## src/rtl/wlrts_pkg.sv

```systemverilog
// ============================================================================
// Wideband lambda scheduler package
// Word layouts, register indexes and the lambda to millivolt conversion.
// ============================================================================
package wlrts_pkg;

    localparam int unsigned IN_DATA_W  = 112;
    localparam int unsigned OUT_DATA_W = 48;
    localparam int unsigned CFG_IDX_W  = 2;
    localparam int unsigned CFG_DATA_W = 16;

    typedef enum logic [CFG_IDX_W-1:0] {
        CFG_RX_FRAME_ID      = 2'd0,
        CFG_FAST_PERIOD_MS   = 2'd1,
        CFG_SLOW_PERIOD_MS   = 2'd2,
        CFG_STALE_TIMEOUT_MS = 2'd3
    } cfg_index_t;

    localparam logic        KIND_FRAME = 1'b0;
    localparam logic        KIND_TICK  = 1'b1;

    localparam logic [10:0] RX_FRAME_ID_RESET  = 11'h180;
    localparam logic [15:0] FAST_PERIOD_RESET  = 16'd10;
    localparam logic [15:0] SLOW_PERIOD_RESET  = 16'd100;
    localparam logic [15:0] STALE_TIMEOUT_RESET = 16'd500;
    localparam logic [15:0] LAMBDA_RESET       = 16'd1000;
    localparam logic [7:0]  STATUS_RESET       = 8'd0;
    localparam logic [15:0] MV_RESET           = 16'd500;
    localparam logic [3:0]  MIN_FRAME_LENGTH   = 4'd3;

    localparam logic [15:0] LAMBDA_MIN = 16'd700;
    localparam logic [15:0] LAMBDA_MAX = 16'd1300;
    localparam logic [15:0] RECIP_3    = 16'd43691;
    localparam int unsigned RECIP_SHIFT = 17;

    typedef struct packed {
        logic [5:0]  pad;
        logic [15:0] analog_o2_mv;
        logic [7:0]  sensor_status_byte;
        logic [7:0]  lambda_high_byte;
        logic [7:0]  lambda_low_byte;
        logic [3:0]  frame_length;
        logic        frame_extended;
        logic [28:0] frame_id;
        logic [31:0] now_ms;
    } in_word_t;

    typedef struct packed {
        logic [3:0]  pad;
        logic        slow_frame_due;
        logic        fast_frame_due;
        logic [15:0] o2_mv_effective;
        logic        lambda_fresh;
        logic [7:0]  lambda_status;
        logic [15:0] lambda_x1000;
        logic        frame_accepted;
    } out_word_t;

    // Lambda clamped to 700..1300, then (1300 - l) * 1000 / 600. The scale
    // 5/3 uses a reciprocal multiply that is exact for products up to 3000.
    function automatic logic [15:0] o2_mv_from_lambda(input logic [15:0] lambda);
        logic [15:0] clamped;
        logic [9:0]  span;
        logic [11:0] scaled;
        logic [27:0] product;
        clamped = lambda;
        if (lambda < LAMBDA_MIN)
        begin
            clamped = LAMBDA_MIN;
        end
        if (lambda > LAMBDA_MAX)
        begin
            clamped = LAMBDA_MAX;
        end
        span    = 10'(LAMBDA_MAX - clamped);
        scaled  = 12'({span, 2'b00}) + 12'(span);
        product = 28'(scaled) * 28'(RECIP_3);
        return 16'(product >> RECIP_SHIFT);
    endfunction

endpackage

```

## src/rtl/wideband_lambda_rx_and_tx_scheduler.sv

```systemverilog
// ============================================================================
// Wideband lambda receive filter and transmit scheduler
// Takes received frames and process ticks, keeps the latest lambda reading
// and reports freshness, effective O2 millivolts and due transmit frames.
// ============================================================================
//  channel  direction  tuser  tdata fields
//  s_*      in         kind   now_ms, frame_id, frame_extended, frame_length,
//                             lambda_low_byte, lambda_high_byte,
//                             sensor_status_byte, analog_o2_mv
//  m_*      out        -      frame_accepted, lambda_x1000, lambda_status,
//                             lambda_fresh, o2_mv_effective, fast_frame_due,
//                             slow_frame_due
//  cfg_*    in         -      register index and 16-bit write data
//
// One word per cycle unless m_tready stalls; each word passes the input
// register and then waits in the result register until it is taken.
// The input register also holds the millivolt conversion of the incoming
// lambda bytes, so the state update and result selection need not compute it.
// A stall on m_tready holds the result register and backs up into s_tready
// only once both are full. Reset initialises all but the word registers.
// ============================================================================
module wideband_lambda_rx_and_tx_scheduler #(
    parameter int unsigned TIME_WIDTH = 32
) (
    input  logic                               clk,
    input  logic                               rst_n,
    input  logic                               s_tvalid,
    output logic                               s_tready,
    // now_ms, frame_id, frame_extended, frame_length, lambda_low_byte,
    // lambda_high_byte, sensor_status_byte, analog_o2_mv, zero fill
    input  logic [wlrts_pkg::IN_DATA_W-1:0]    s_tdata,
    // kind
    input  logic                               s_tuser,
    output logic                               m_tvalid,
    input  logic                               m_tready,
    // frame_accepted, lambda_x1000, lambda_status, lambda_fresh,
    // o2_mv_effective, fast_frame_due, slow_frame_due, zero fill
    output logic [wlrts_pkg::OUT_DATA_W-1:0]   m_tdata,
    input  logic                               cfg_we,
    input  logic [wlrts_pkg::CFG_IDX_W-1:0]    cfg_index,
    input  logic [wlrts_pkg::CFG_DATA_W-1:0]   cfg_wdata
);

    logic [10:0]            rx_frame_id_reg;
    logic [15:0]            fast_period_reg;
    logic [15:0]            slow_period_reg;
    logic [15:0]            stale_timeout_reg;

    logic                   in_valid_reg;
    wlrts_pkg::in_word_t    in_word_reg;
    logic                   in_kind_reg;
    logic [15:0]            in_mv_reg;
    logic                   out_valid_reg;
    wlrts_pkg::out_word_t   out_word_reg;
    wlrts_pkg::out_word_t   out_word_next;

    logic [15:0]            lambda_reg;
    logic [15:0]            lambda_next;
    logic [7:0]             status_reg;
    logic [7:0]             status_next;
    logic [15:0]            mv_reg;
    logic [15:0]            mv_next;
    logic [TIME_WIDTH-1:0]  last_rx_reg;
    logic [TIME_WIDTH-1:0]  last_rx_next;
    logic                   seen_reg;
    logic                   seen_next;

    wlrts_pkg::in_word_t    s_word;
    logic                   in_take;
    logic                   out_free;
    logic                   advance;
    logic                   tick;
    logic                   accepted;
    logic                   fresh;
    logic                   fast_due;
    logic                   slow_due;
    logic [TIME_WIDTH-1:0]  now_time;
    logic [TIME_WIDTH-1:0]  rx_age;

    assign s_word   = wlrts_pkg::in_word_t'(s_tdata);
    assign out_free = !out_valid_reg || m_tready;
    assign advance  = in_valid_reg && out_free;
    assign s_tready = !in_valid_reg || out_free;
    assign in_take  = s_tvalid && s_tready;
    assign m_tvalid = out_valid_reg;
    assign m_tdata  = out_word_reg;

    assign now_time = TIME_WIDTH'(in_word_reg.now_ms);
    assign tick     = advance && (in_kind_reg == wlrts_pkg::KIND_TICK);
    assign accepted = (in_kind_reg == wlrts_pkg::KIND_FRAME)
                   && !in_word_reg.frame_extended
                   && (in_word_reg.frame_id == 29'(rx_frame_id_reg))
                   && (in_word_reg.frame_length >= wlrts_pkg::MIN_FRAME_LENGTH);
    assign rx_age   = now_time - last_rx_reg;
    assign fresh    = accepted
                   || (seen_reg && (rx_age <= TIME_WIDTH'(stale_timeout_reg)));

    wlrts_period_timer #(
        .TIME_WIDTH (TIME_WIDTH)
    ) u_fast_timer (
        .clk      (clk),
        .rst_n    (rst_n),
        .tick     (tick),
        .now_time (now_time),
        .period   (fast_period_reg),
        .due      (fast_due)
    );

    wlrts_period_timer #(
        .TIME_WIDTH (TIME_WIDTH)
    ) u_slow_timer (
        .clk      (clk),
        .rst_n    (rst_n),
        .tick     (tick),
        .now_time (now_time),
        .period   (slow_period_reg),
        .due      (slow_due)
    );

    always_comb
    begin
        lambda_next  = lambda_reg;
        status_next  = status_reg;
        mv_next      = mv_reg;
        last_rx_next = last_rx_reg;
        seen_next    = seen_reg;
        if (advance && accepted)
        begin
            lambda_next  = {in_word_reg.lambda_high_byte, in_word_reg.lambda_low_byte};
            status_next  = in_word_reg.sensor_status_byte;
            mv_next      = in_mv_reg;
            last_rx_next = now_time;
            seen_next    = 1'b1;
        end
    end

    always_comb
    begin
        out_word_next                 = '0;
        out_word_next.frame_accepted  = accepted;
        out_word_next.lambda_x1000    = lambda_next;
        out_word_next.lambda_status   = status_next;
        out_word_next.lambda_fresh    = fresh;
        out_word_next.o2_mv_effective = fresh ? mv_next : in_word_reg.analog_o2_mv;
        out_word_next.fast_frame_due  = (in_kind_reg == wlrts_pkg::KIND_TICK) && fast_due;
        out_word_next.slow_frame_due  = (in_kind_reg == wlrts_pkg::KIND_TICK) && slow_due;
    end

    always_ff @(posedge clk or negedge rst_n)
    begin
        if (!rst_n)
        begin
            rx_frame_id_reg   <= wlrts_pkg::RX_FRAME_ID_RESET;
            fast_period_reg   <= wlrts_pkg::FAST_PERIOD_RESET;
            slow_period_reg   <= wlrts_pkg::SLOW_PERIOD_RESET;
            stale_timeout_reg <= wlrts_pkg::STALE_TIMEOUT_RESET;
        end
        else if (cfg_we)
        begin
            unique case (wlrts_pkg::cfg_index_t'(cfg_index))
                wlrts_pkg::CFG_RX_FRAME_ID:      rx_frame_id_reg   <= cfg_wdata[10:0];
                wlrts_pkg::CFG_FAST_PERIOD_MS:   fast_period_reg   <= cfg_wdata;
                wlrts_pkg::CFG_SLOW_PERIOD_MS:   slow_period_reg   <= cfg_wdata;
                wlrts_pkg::CFG_STALE_TIMEOUT_MS: stale_timeout_reg <= cfg_wdata;
                default:
                begin
                end
            endcase
        end
    end

    always_ff @(posedge clk or negedge rst_n)
    begin
        if (!rst_n)
        begin
            in_valid_reg  <= 1'b0;
            out_valid_reg <= 1'b0;
            lambda_reg    <= wlrts_pkg::LAMBDA_RESET;
            status_reg    <= wlrts_pkg::STATUS_RESET;
            mv_reg        <= wlrts_pkg::MV_RESET;
            last_rx_reg   <= '0;
            seen_reg      <= 1'b0;
        end
        else
        begin
            if (s_tready)
            begin
                in_valid_reg <= s_tvalid;
            end
            if (out_free)
            begin
                out_valid_reg <= in_valid_reg;
            end
            lambda_reg  <= lambda_next;
            status_reg  <= status_next;
            mv_reg      <= mv_next;
            last_rx_reg <= last_rx_next;
            seen_reg    <= seen_next;
        end
    end

    always_ff @(posedge clk)
    begin
        if (in_take)
        begin
            in_word_reg <= s_word;
            in_kind_reg <= s_tuser;
            in_mv_reg   <= wlrts_pkg::o2_mv_from_lambda({s_word.lambda_high_byte,
                                                         s_word.lambda_low_byte});
        end
        if (advance)
        begin
            out_word_reg <= out_word_next;
        end
    end

    a_accept_not_due: assert property (@(posedge clk) disable iff (!rst_n)
        out_valid_reg && out_word_reg.frame_accepted
        |-> !out_word_reg.fast_frame_due && !out_word_reg.slow_frame_due)
        else $error("accepted frame reported a due transmit frame");

    a_accept_fresh: assert property (@(posedge clk) disable iff (!rst_n)
        out_valid_reg && out_word_reg.frame_accepted |-> out_word_reg.lambda_fresh)
        else $error("accepted frame not reported fresh");

    a_backpressure: assert property (@(posedge clk) disable iff (!rst_n)
        !s_tready |-> in_valid_reg && out_valid_reg && !m_tready)
        else $error("input stalled with room in the pipeline");

    a_advance_fills: assert property (@(posedge clk) disable iff (!rst_n)
        advance |=> out_valid_reg)
        else $error("advanced word did not reach the result register");

    a_seen_sticky: assert property (@(posedge clk) disable iff (!rst_n)
        seen_reg |=> seen_reg)
        else $error("reading seen flag cleared outside reset");

endmodule

```

## src/rtl/wlrts_period_timer.sv

```systemverilog
// ============================================================================
// Wrap-safe period timer
// Raises due once the period has elapsed since the last firing; a tick
// while due counts as a firing and restarts the timer from the tick time.
// ============================================================================
module wlrts_period_timer #(
    parameter int unsigned TIME_WIDTH = 32
) (
    input  logic                  clk,
    input  logic                  rst_n,
    input  logic                  tick,
    input  logic [TIME_WIDTH-1:0] now_time,
    input  logic [15:0]           period,
    output logic                  due
);

    logic [TIME_WIDTH-1:0] last_time_reg;
    logic [TIME_WIDTH-1:0] last_time_next;
    logic [TIME_WIDTH-1:0] elapsed;

    assign elapsed = now_time - last_time_reg;
    assign due     = elapsed >= TIME_WIDTH'(period);

    always_comb
    begin
        last_time_next = last_time_reg;
        if (tick && due)
        begin
            last_time_next = now_time;
        end
    end

    always_ff @(posedge clk or negedge rst_n)
    begin
        if (!rst_n)
        begin
            last_time_reg <= '0;
        end
        else
        begin
            last_time_reg <= last_time_next;
        end
    end

endmodule
```

## config.mk

```make
export PLATFORM = sky130hd
export DESIGN_NAME = wideband_lambda_rx_and_tx_scheduler
export DESIGN_NICKNAME = d
export VERILOG_FILES = /design/src/rtl/wlrts_pkg.sv /design/src/rtl/wideband_lambda_rx_and_tx_scheduler.sv /design/src/rtl/wlrts_period_timer.sv
export SDC_FILE = /design/constraint.sdc
export NUM_CORES = 1
export LEC_CHECK = 0
export BUFFER_PORTS_ARGS = -buffer_cell sky130_fd_sc_hd__buf_2
export CORE_UTILIZATION = 45
export CTS_CLUSTER_SIZE = 40
export DETAILED_ROUTE_END_ITERATION = 10
export PLACE_DENSITY = 0.65
export SYNTH_ARGS = -nofsm -noshare
export SYNTH_HDL_FRONTEND = slang
export SYNTH_SLANG_ARGS = --single-unit
```

## constraint.sdc

```tcl
create_clock -name clk -period 4.9 [get_ports clk]
set_input_delay 0 -clock clk [delete_from_list [all_inputs] [get_ports clk]]
set_output_delay 0 -clock clk [all_outputs]
set_load 0.03 [all_outputs]
```

# After elaboration in Yosys (flattened, before gate mapping)
# Index checks and enable logic that the tools add are counted.
[totals]
register_bits = 360
latch_bits = 0
mem_bits_rw = 0
rom_bits = 0
input_bits = 136
out_inout_bits = 50
elab_cells = 77
mem_count = 0
[classes]
add_sub_neg = 5
n_mul = 1
div_mod_pow = 0
magnitude_cmp = 6
n_eq_ne = 4
shifts = 0
mux = 7
bitwise_logic = 1
n_reduce_logical = 23
[op_table]
columns = ["operator", "count"]
rows = [
  ["$sub 32x32->32", 3],
  ["$ge 32x16->1", 2],
  ["$mux 16", 3],
  ["$le 32x16->1", 1],
  ["$mux 10", 3],
  ["$eq 29x11->1", 1],
  ["$mul 12x16->28 const B", 1],
  ["$gt 16x11->1 const B", 1],
  ["$lt 16x10->1 const B", 1],
  ["$add 12x10->12", 1],
  ["$logic_and 1x1->1", 12],
  ["$sub 9x10->10 const A", 1],
  ["$mux 8", 1],
  ["$reduce_and 2->1", 4],
  ["$eq 2x2->1 const B", 2],
  ["$ge 4x2->1 const B", 1],
  ["$logic_not 1->1", 3],
  ["$logic_or 1x1->1", 3],
  ["$eq 2x1->1 const B", 1],
  ["$logic_not 2->1", 1],
  ["$not 1->1", 1],
]

# Depth between registers and ports, before layout
[logic_depth]
word_depth = 8
mapped_depth = 42
depth_no_buf = 41

# Cells and area by module
# A second synthesis with hierarchy kept.
[hier_totals]
cells_unflattened = 2335
hier_area_um2 = 24412.2
[by_module_without_submodules]
columns = ["module", "n_inst", "cells_each", "area_each_um2", "seq_area_each_um2"]
rows = [
  ["wideband_lambda_rx_and_tx_scheduler", 1, 1236, 15914.0, 8249.2],
  ["wlrts_period_timer at u_slow_timer", 1, 654, 4712.0, 800.8],
  ["wlrts_period_timer at u_fast_timer", 1, 445, 3786.1, 800.8],
]

# Worst setup path before layout
# No wires, ideal clock.
[synth_path]
kind = "input port to flip-flop"
from = "in s_tdata[71] (netlist bit)"
to = "reg in_mv_reg[10] (data pin)"
setup_ns = 0.263
arrival_ns = 8.314
required_time_ns = 4.637
path_slack_ns = -3.676
stages = 40
n_path_buf = 1
path_cell_list = "clkbuf_1 or3_1 o41ai_1 o21a_1 and2_1 nand2_1 ha_1 nor2b_1 o21ai_0 o21ai_0 nor2_1 nor2_1 nand3_1 ha_1 nor2b_1 o21ai_0 nand2b_1 a21o_1 [... 4 more ...] ha_1 inv_1 fa_1 fa_1 fa_1 fa_1 inv_1 ha_1 a2111oi_0 o21ai_0 a21oi_1 o221ai_1 a41oi_1 a21oi_1 a31oi_1 o21ba_2 o21bai_1 xor2_1"
[synth_between]
elab_chain_cells = 7
word_cells_on_any_way = 8
cone_classes = "add/sub (2); mul (1); order compare (2); mux (3)"
[synth_lines]
columns = ["element", "line", "rtl"]
rows = [
  ["start: declaration", "wideband_lambda_rx_and_tx_scheduler.sv:31", "input logic [wlrts_pkg::IN_DATA_W-1:0] s_tdata,"],
  ["$lt 16x10->1", "wlrts_pkg.sv:67", "if (lambda < LAMBDA_MIN)"],
  ["$mux 10", "wlrts_pkg.sv:67", ""],
  ["$mux 10 *", "wlrts_pkg.sv:71", "if (lambda > LAMBDA_MAX)"],
  ["$mux 10 *", "wideband_lambda_rx_and_tx_scheduler.sv:204", "if (in_take)"],
  ["$sub 9x10->10 *", "wlrts_pkg.sv:75", "span = 10'(LAMBDA_MAX - clamped);"],
  ["$add 12x10->12 *", "wlrts_pkg.sv:76", "scaled = 12'({span, 2'b00}) + 12'(span);"],
  ["$mul 12x16->28 *", "wlrts_pkg.sv:77", "product = 28'(scaled) * 28'(RECIP_3);"],
  ["end signal: assignment", "wideband_lambda_rx_and_tx_scheduler.sv:208", "in_mv_reg <= wlrts_pkg::o2_mv_from_lambda({s_word.lambda_high_byte,"],
  ["end: declaration", "wideband_lambda_rx_and_tx_scheduler.sv:52", "logic [15:0] in_mv_reg;"],
]
# Every way passes the cells marked *; elsewhere a longest branch is shown, timed or not. The select of a mux whose other input is x is not followed.
# A chain may end at the register's enable or synchronous reset.

# Final worst setup path
[layout_path]
from = "in s_tdata[78] (netlist bit)"
to = "reg in_mv_reg[9] (data pin)"
# The elaborated chain is that of the path after synthesis.

==> results.json <==
{
  "status": "complete, but fails checks",
  "violations": "hold timing, setup timing",
  "synth_seq_area_share_pct": 43.4,
  "ioPinCount": 186,
  "slew_viol_final": 0,
  "setup_viol": 31,
  "r2r-start": "now_time[0]",
  "ant_nets": 0,
  "drtIter0Drc": 952,
  "slew_headroom_pct": 35.8,
  "pwr-share-seq_pct": 34.9,
  "wl_met2_mm": 31.1,
  "die_w_um": 227,
  "r2r.worst_path.cells": 26,
  "final_common_cell": "inv_1",
  "synth_seq_cells": 360,
  "tightest_slew_ns": 0.961,
  "clk_latency_ns": 0.58,
  "timing.rr.end": "u_slow_timer.last_time_reg[16]",
  "htreeDepth": 2,
  "arrival_ns": 7.91,
  "die-area_um2": 51300,
  "dr.pass1.iters": 5,
  "drive_gt1_share_pct": 33.7,
  "syn_to_final_growth_pct": 33.3,
  "p_comb_share_pct": 34.5,
  "met1_length_mm": 26.2,
  "syn_area_um2": 22700,
  "fin_skew_ns": 0.0227,
  "grtUsageTotal_pct": 23.7,
  "gp_congestion": 0.929,
  "cts_tree": "built",
  "clk_pin_slew_worst_paths_ns": 0.06,
  "grt_max_degree": 126,
  "synth_top_flop_cell": "dfrtp_1",
  "grt_pass1_wl_mm": 95.3,
  "pwr-share-clk_pct": 30.6,
  "syn_area_per_cell_um2": 11.2,
  "wl_mm": 60.7,
  "leakage_nw": 14.0,
  "start_util_pct": 46.0,
  "hold_violations": 1,
  "async_flop_share_pct": 55.0,
  "vdd_drop_max_v": 0.000241,
  "start_kind": "primary input",
  "layout_setup_ws_ns": -2.69,
  "layout_common_cells": "inv_1, buf_4, ha_1, mux2_2, dfrtp_1",
  "fin_nets": 3020,
  "p_total_mw": 10.6,
  "finalCriticalPeriod_ns": 7.59,
  "r2r_slack_ns": -0.07,
  "internal_power_mw": 7.12,
  "die_h_um": 227,
  "drc_errors": 0,
  "critPathKind": "in -> reg",
  "cp_slowest_cell": "or4_4",
  "cts_num_sinks": 360,
  "numPlacedInstances": 3041,
  "detailroute.via_count": 17600,
  "fmax_mhz": 132,
  "cpPeakStageDelay_ns": 0.53,
  "dpl.hpwl_mm": 42.8,
  "core.rowCount": 81,
  "netSwitchingFraction_pct": 32.7,
  "grt_setup_unrepaired": "true",
  "synth_edf_count": 162,
  "power_density_nw_per_um2": 350,
  "worst-path-max-fanout": 3,
  "setup.worst_path.end_class": "register",
  "cts_root_buffer": "clkbuf_16",
  "cp_data_required_time_ns": 5.22,
  "grt_pass1_vias": 18300,
  "layout.cells.non_filler": 3311,
  "core_um2": 49400,
  "io_buffers": 175,
  "post_drt_wl_per_cell_um": 18.3,
  "antenna_found_initial": 2,
  "grt-ovfl-total": 0,
  "wl_met3_mm": 1.88,
  "cts_buffers": 42,
  "dr.max_layer_used": "met4",
  "period_share_pct": 155,
  "clockBufferDepth": 3,
  "final_core_util_pct": 61.3,
  "hold_class": "in -> async",
  "vias_per_cell": 5.31,
  "ys_warn_count": 0,
  "netlist_instances": 2034,
  "p_switching_mw": 3.46,
  "maxCapViolCount": 0,
  "largest_reg_flops": 74,
  "hold_slack_ns": -0.00182,
  "ys_types": 79
}
[worst max-delay path: cells and delay by family]
| family | cells | cell delay (ns) |
|---|---|---|
| simple gates | 10 | 1.83 |
| buf+inv | 6 | 0.57 |
| xor+xnor | 1 | 0.12 |
| fa+ha+maj | 8 | 2.81 |
| compound gates | 14 | 2.58 |
[synth_stat cells, types with 6 or more instances]
| cell | number | area (um2) |
|---|---|---|
| a21boi_0 | 6 | 45.0 |
| o21ai_0 | 80 | 400 |
| nand3b_1 | 10 | 75.1 |
| o211ai_1 | 14 | 105 |
| nand2b_1 | 22 | 138 |
| o31ai_1 | 7 | 52.6 |
| fa_1 | 48 | 961 |
| dfrtp_1 | 173 | 4330 |
| mux2i_1 | 8 | 80.1 |
| inv_1 | 272 | 1020 |
| nor3b_1 | 6 | 45.0 |
| nor2_1 | 88 | 330 |
| nand4_1 | 21 | 131 |
| nor3_1 | 23 | 115 |
| a31oi_1 | 16 | 100 |
| nor2b_1 | 21 | 131 |
| nand2_1 | 78 | 293 |
| and2_1 | 15 | 93.8 |
| a41oi_1 | 9 | 78.8 |
| and3_1 | 7 | 43.8 |
| a21o_1 | 41 | 308 |
| xnor2_1 | 54 | 473 |
| mux2_2 | 195 | 2200 |
| a21oi_1 | 118 | 591 |
| a211oi_1 | 20 | 150 |
| nand3_1 | 42 | 210 |
| or3_1 | 6 | 37.5 |
| o21bai_1 | 8 | 60.1 |
| buf_2 | 6 | 30.0 |
| edfxtp_1 | 162 | 4860 |
| o21a_1 | 20 | 150 |
| nor4_1 | 14 | 87.6 |
| xor2_1 | 41 | 359 |
| mux2_4 | 11 | 165 |
| clkbuf_1 | 32 | 120 |
| ha_1 | 225 | 2820 |
| dfstp_2 | 25 | 657 |
[cell families (layout without fill, tap and decap cells)]
kind of cell	count (synthesis)	in the layout	share of synthesized area, %
fa+ha+maj	273	273	16.6
other cells	1	6	0.0165
compound gates	403	403	11.7
buf+inv	316	924	5.38
simple gates	370	370	8.27
mux	216	216	10.9
flops	360	360	43.4
xor+xnor	95	95	3.67
[layout make-up]
type,count,area (um2)
Multi-Input combinational cell,1361,12600
Antenna cell,2,5.00
Clock inverter,24,263
Sequential cell,360,9850
Tap cell,664,831
Inverter,272,1020
Clock buffer,54,1170
Fill cell,3877,19100
Timing Repair Buffer,574,4460
[routing by layer]
metal  up-vias  global-route usage (%)
li1       8418                       -
met1      8744                    30.0
met2       324                    42.2
met3        90                    2.62
met4         0                    7.59
met5         -                       0
[repair_timing]
item / 4_1_cts / 5_1_grt
pin swaps: 71 / 80
hold buffers: 129 / 0
buffers inserted: 33 / 29
hold endpoints to repair: 271 / 0
cloned: 6 / 1
gates resized for setup: 104 / 93
setup endpoints to repair: 92 / 91
[worst max-delay path by stage]
stage,startpoint,to
4_1_cts,s_tdata[78],in_mv_reg[10]
3_3_place_gp,s_tdata[67],in_mv_reg[10]
6_report,s_tdata[78],in_mv_reg[9]
2_1_floorplan,s_tdata[71],in_mv_reg[10]
3_5_place_dp,s_tdata[81],in_mv_reg[10]
5_1_grt,s_tdata[78],in_mv_reg[9]
[stage by stage]
step | hold slack, ns | TNS [ns] | cell area (um2) | worst slack (ns)
3_5_place_dp | 0.0714 | -55.32 | 26000 | -3.39
5_1_grt | 0.0368 | -39.94 | 30200 | -3.00
6_report | -0.00182 | -27.44 | 30200 | -2.69
3_3_place_gp | 0.0615 | -50.86 | 26000 | -3.10
4_1_cts | 0.00496 | -28.89 | 29600 | -2.60
2_1_floorplan | -0.296 | -28.17 | 22900 | -2.99
[power groups by stage]
stage / logic [mW] / clock network (mW) / registers [mW]
6_report: 3.65 / 3.24 / 3.69
5_1_grt: 4.01 / 3.44 / 3.72
4_1_cts: 3.38 / 3.32 / 3.69
3_5_place_dp: 3.09 / 0 / 3.74
3_3_place_gp: 3.02 / 0 / 3.73
2_1_floorplan: 2.05 / 0 / 3.73
No activity file was read; power rests on OpenSTA's default activity.
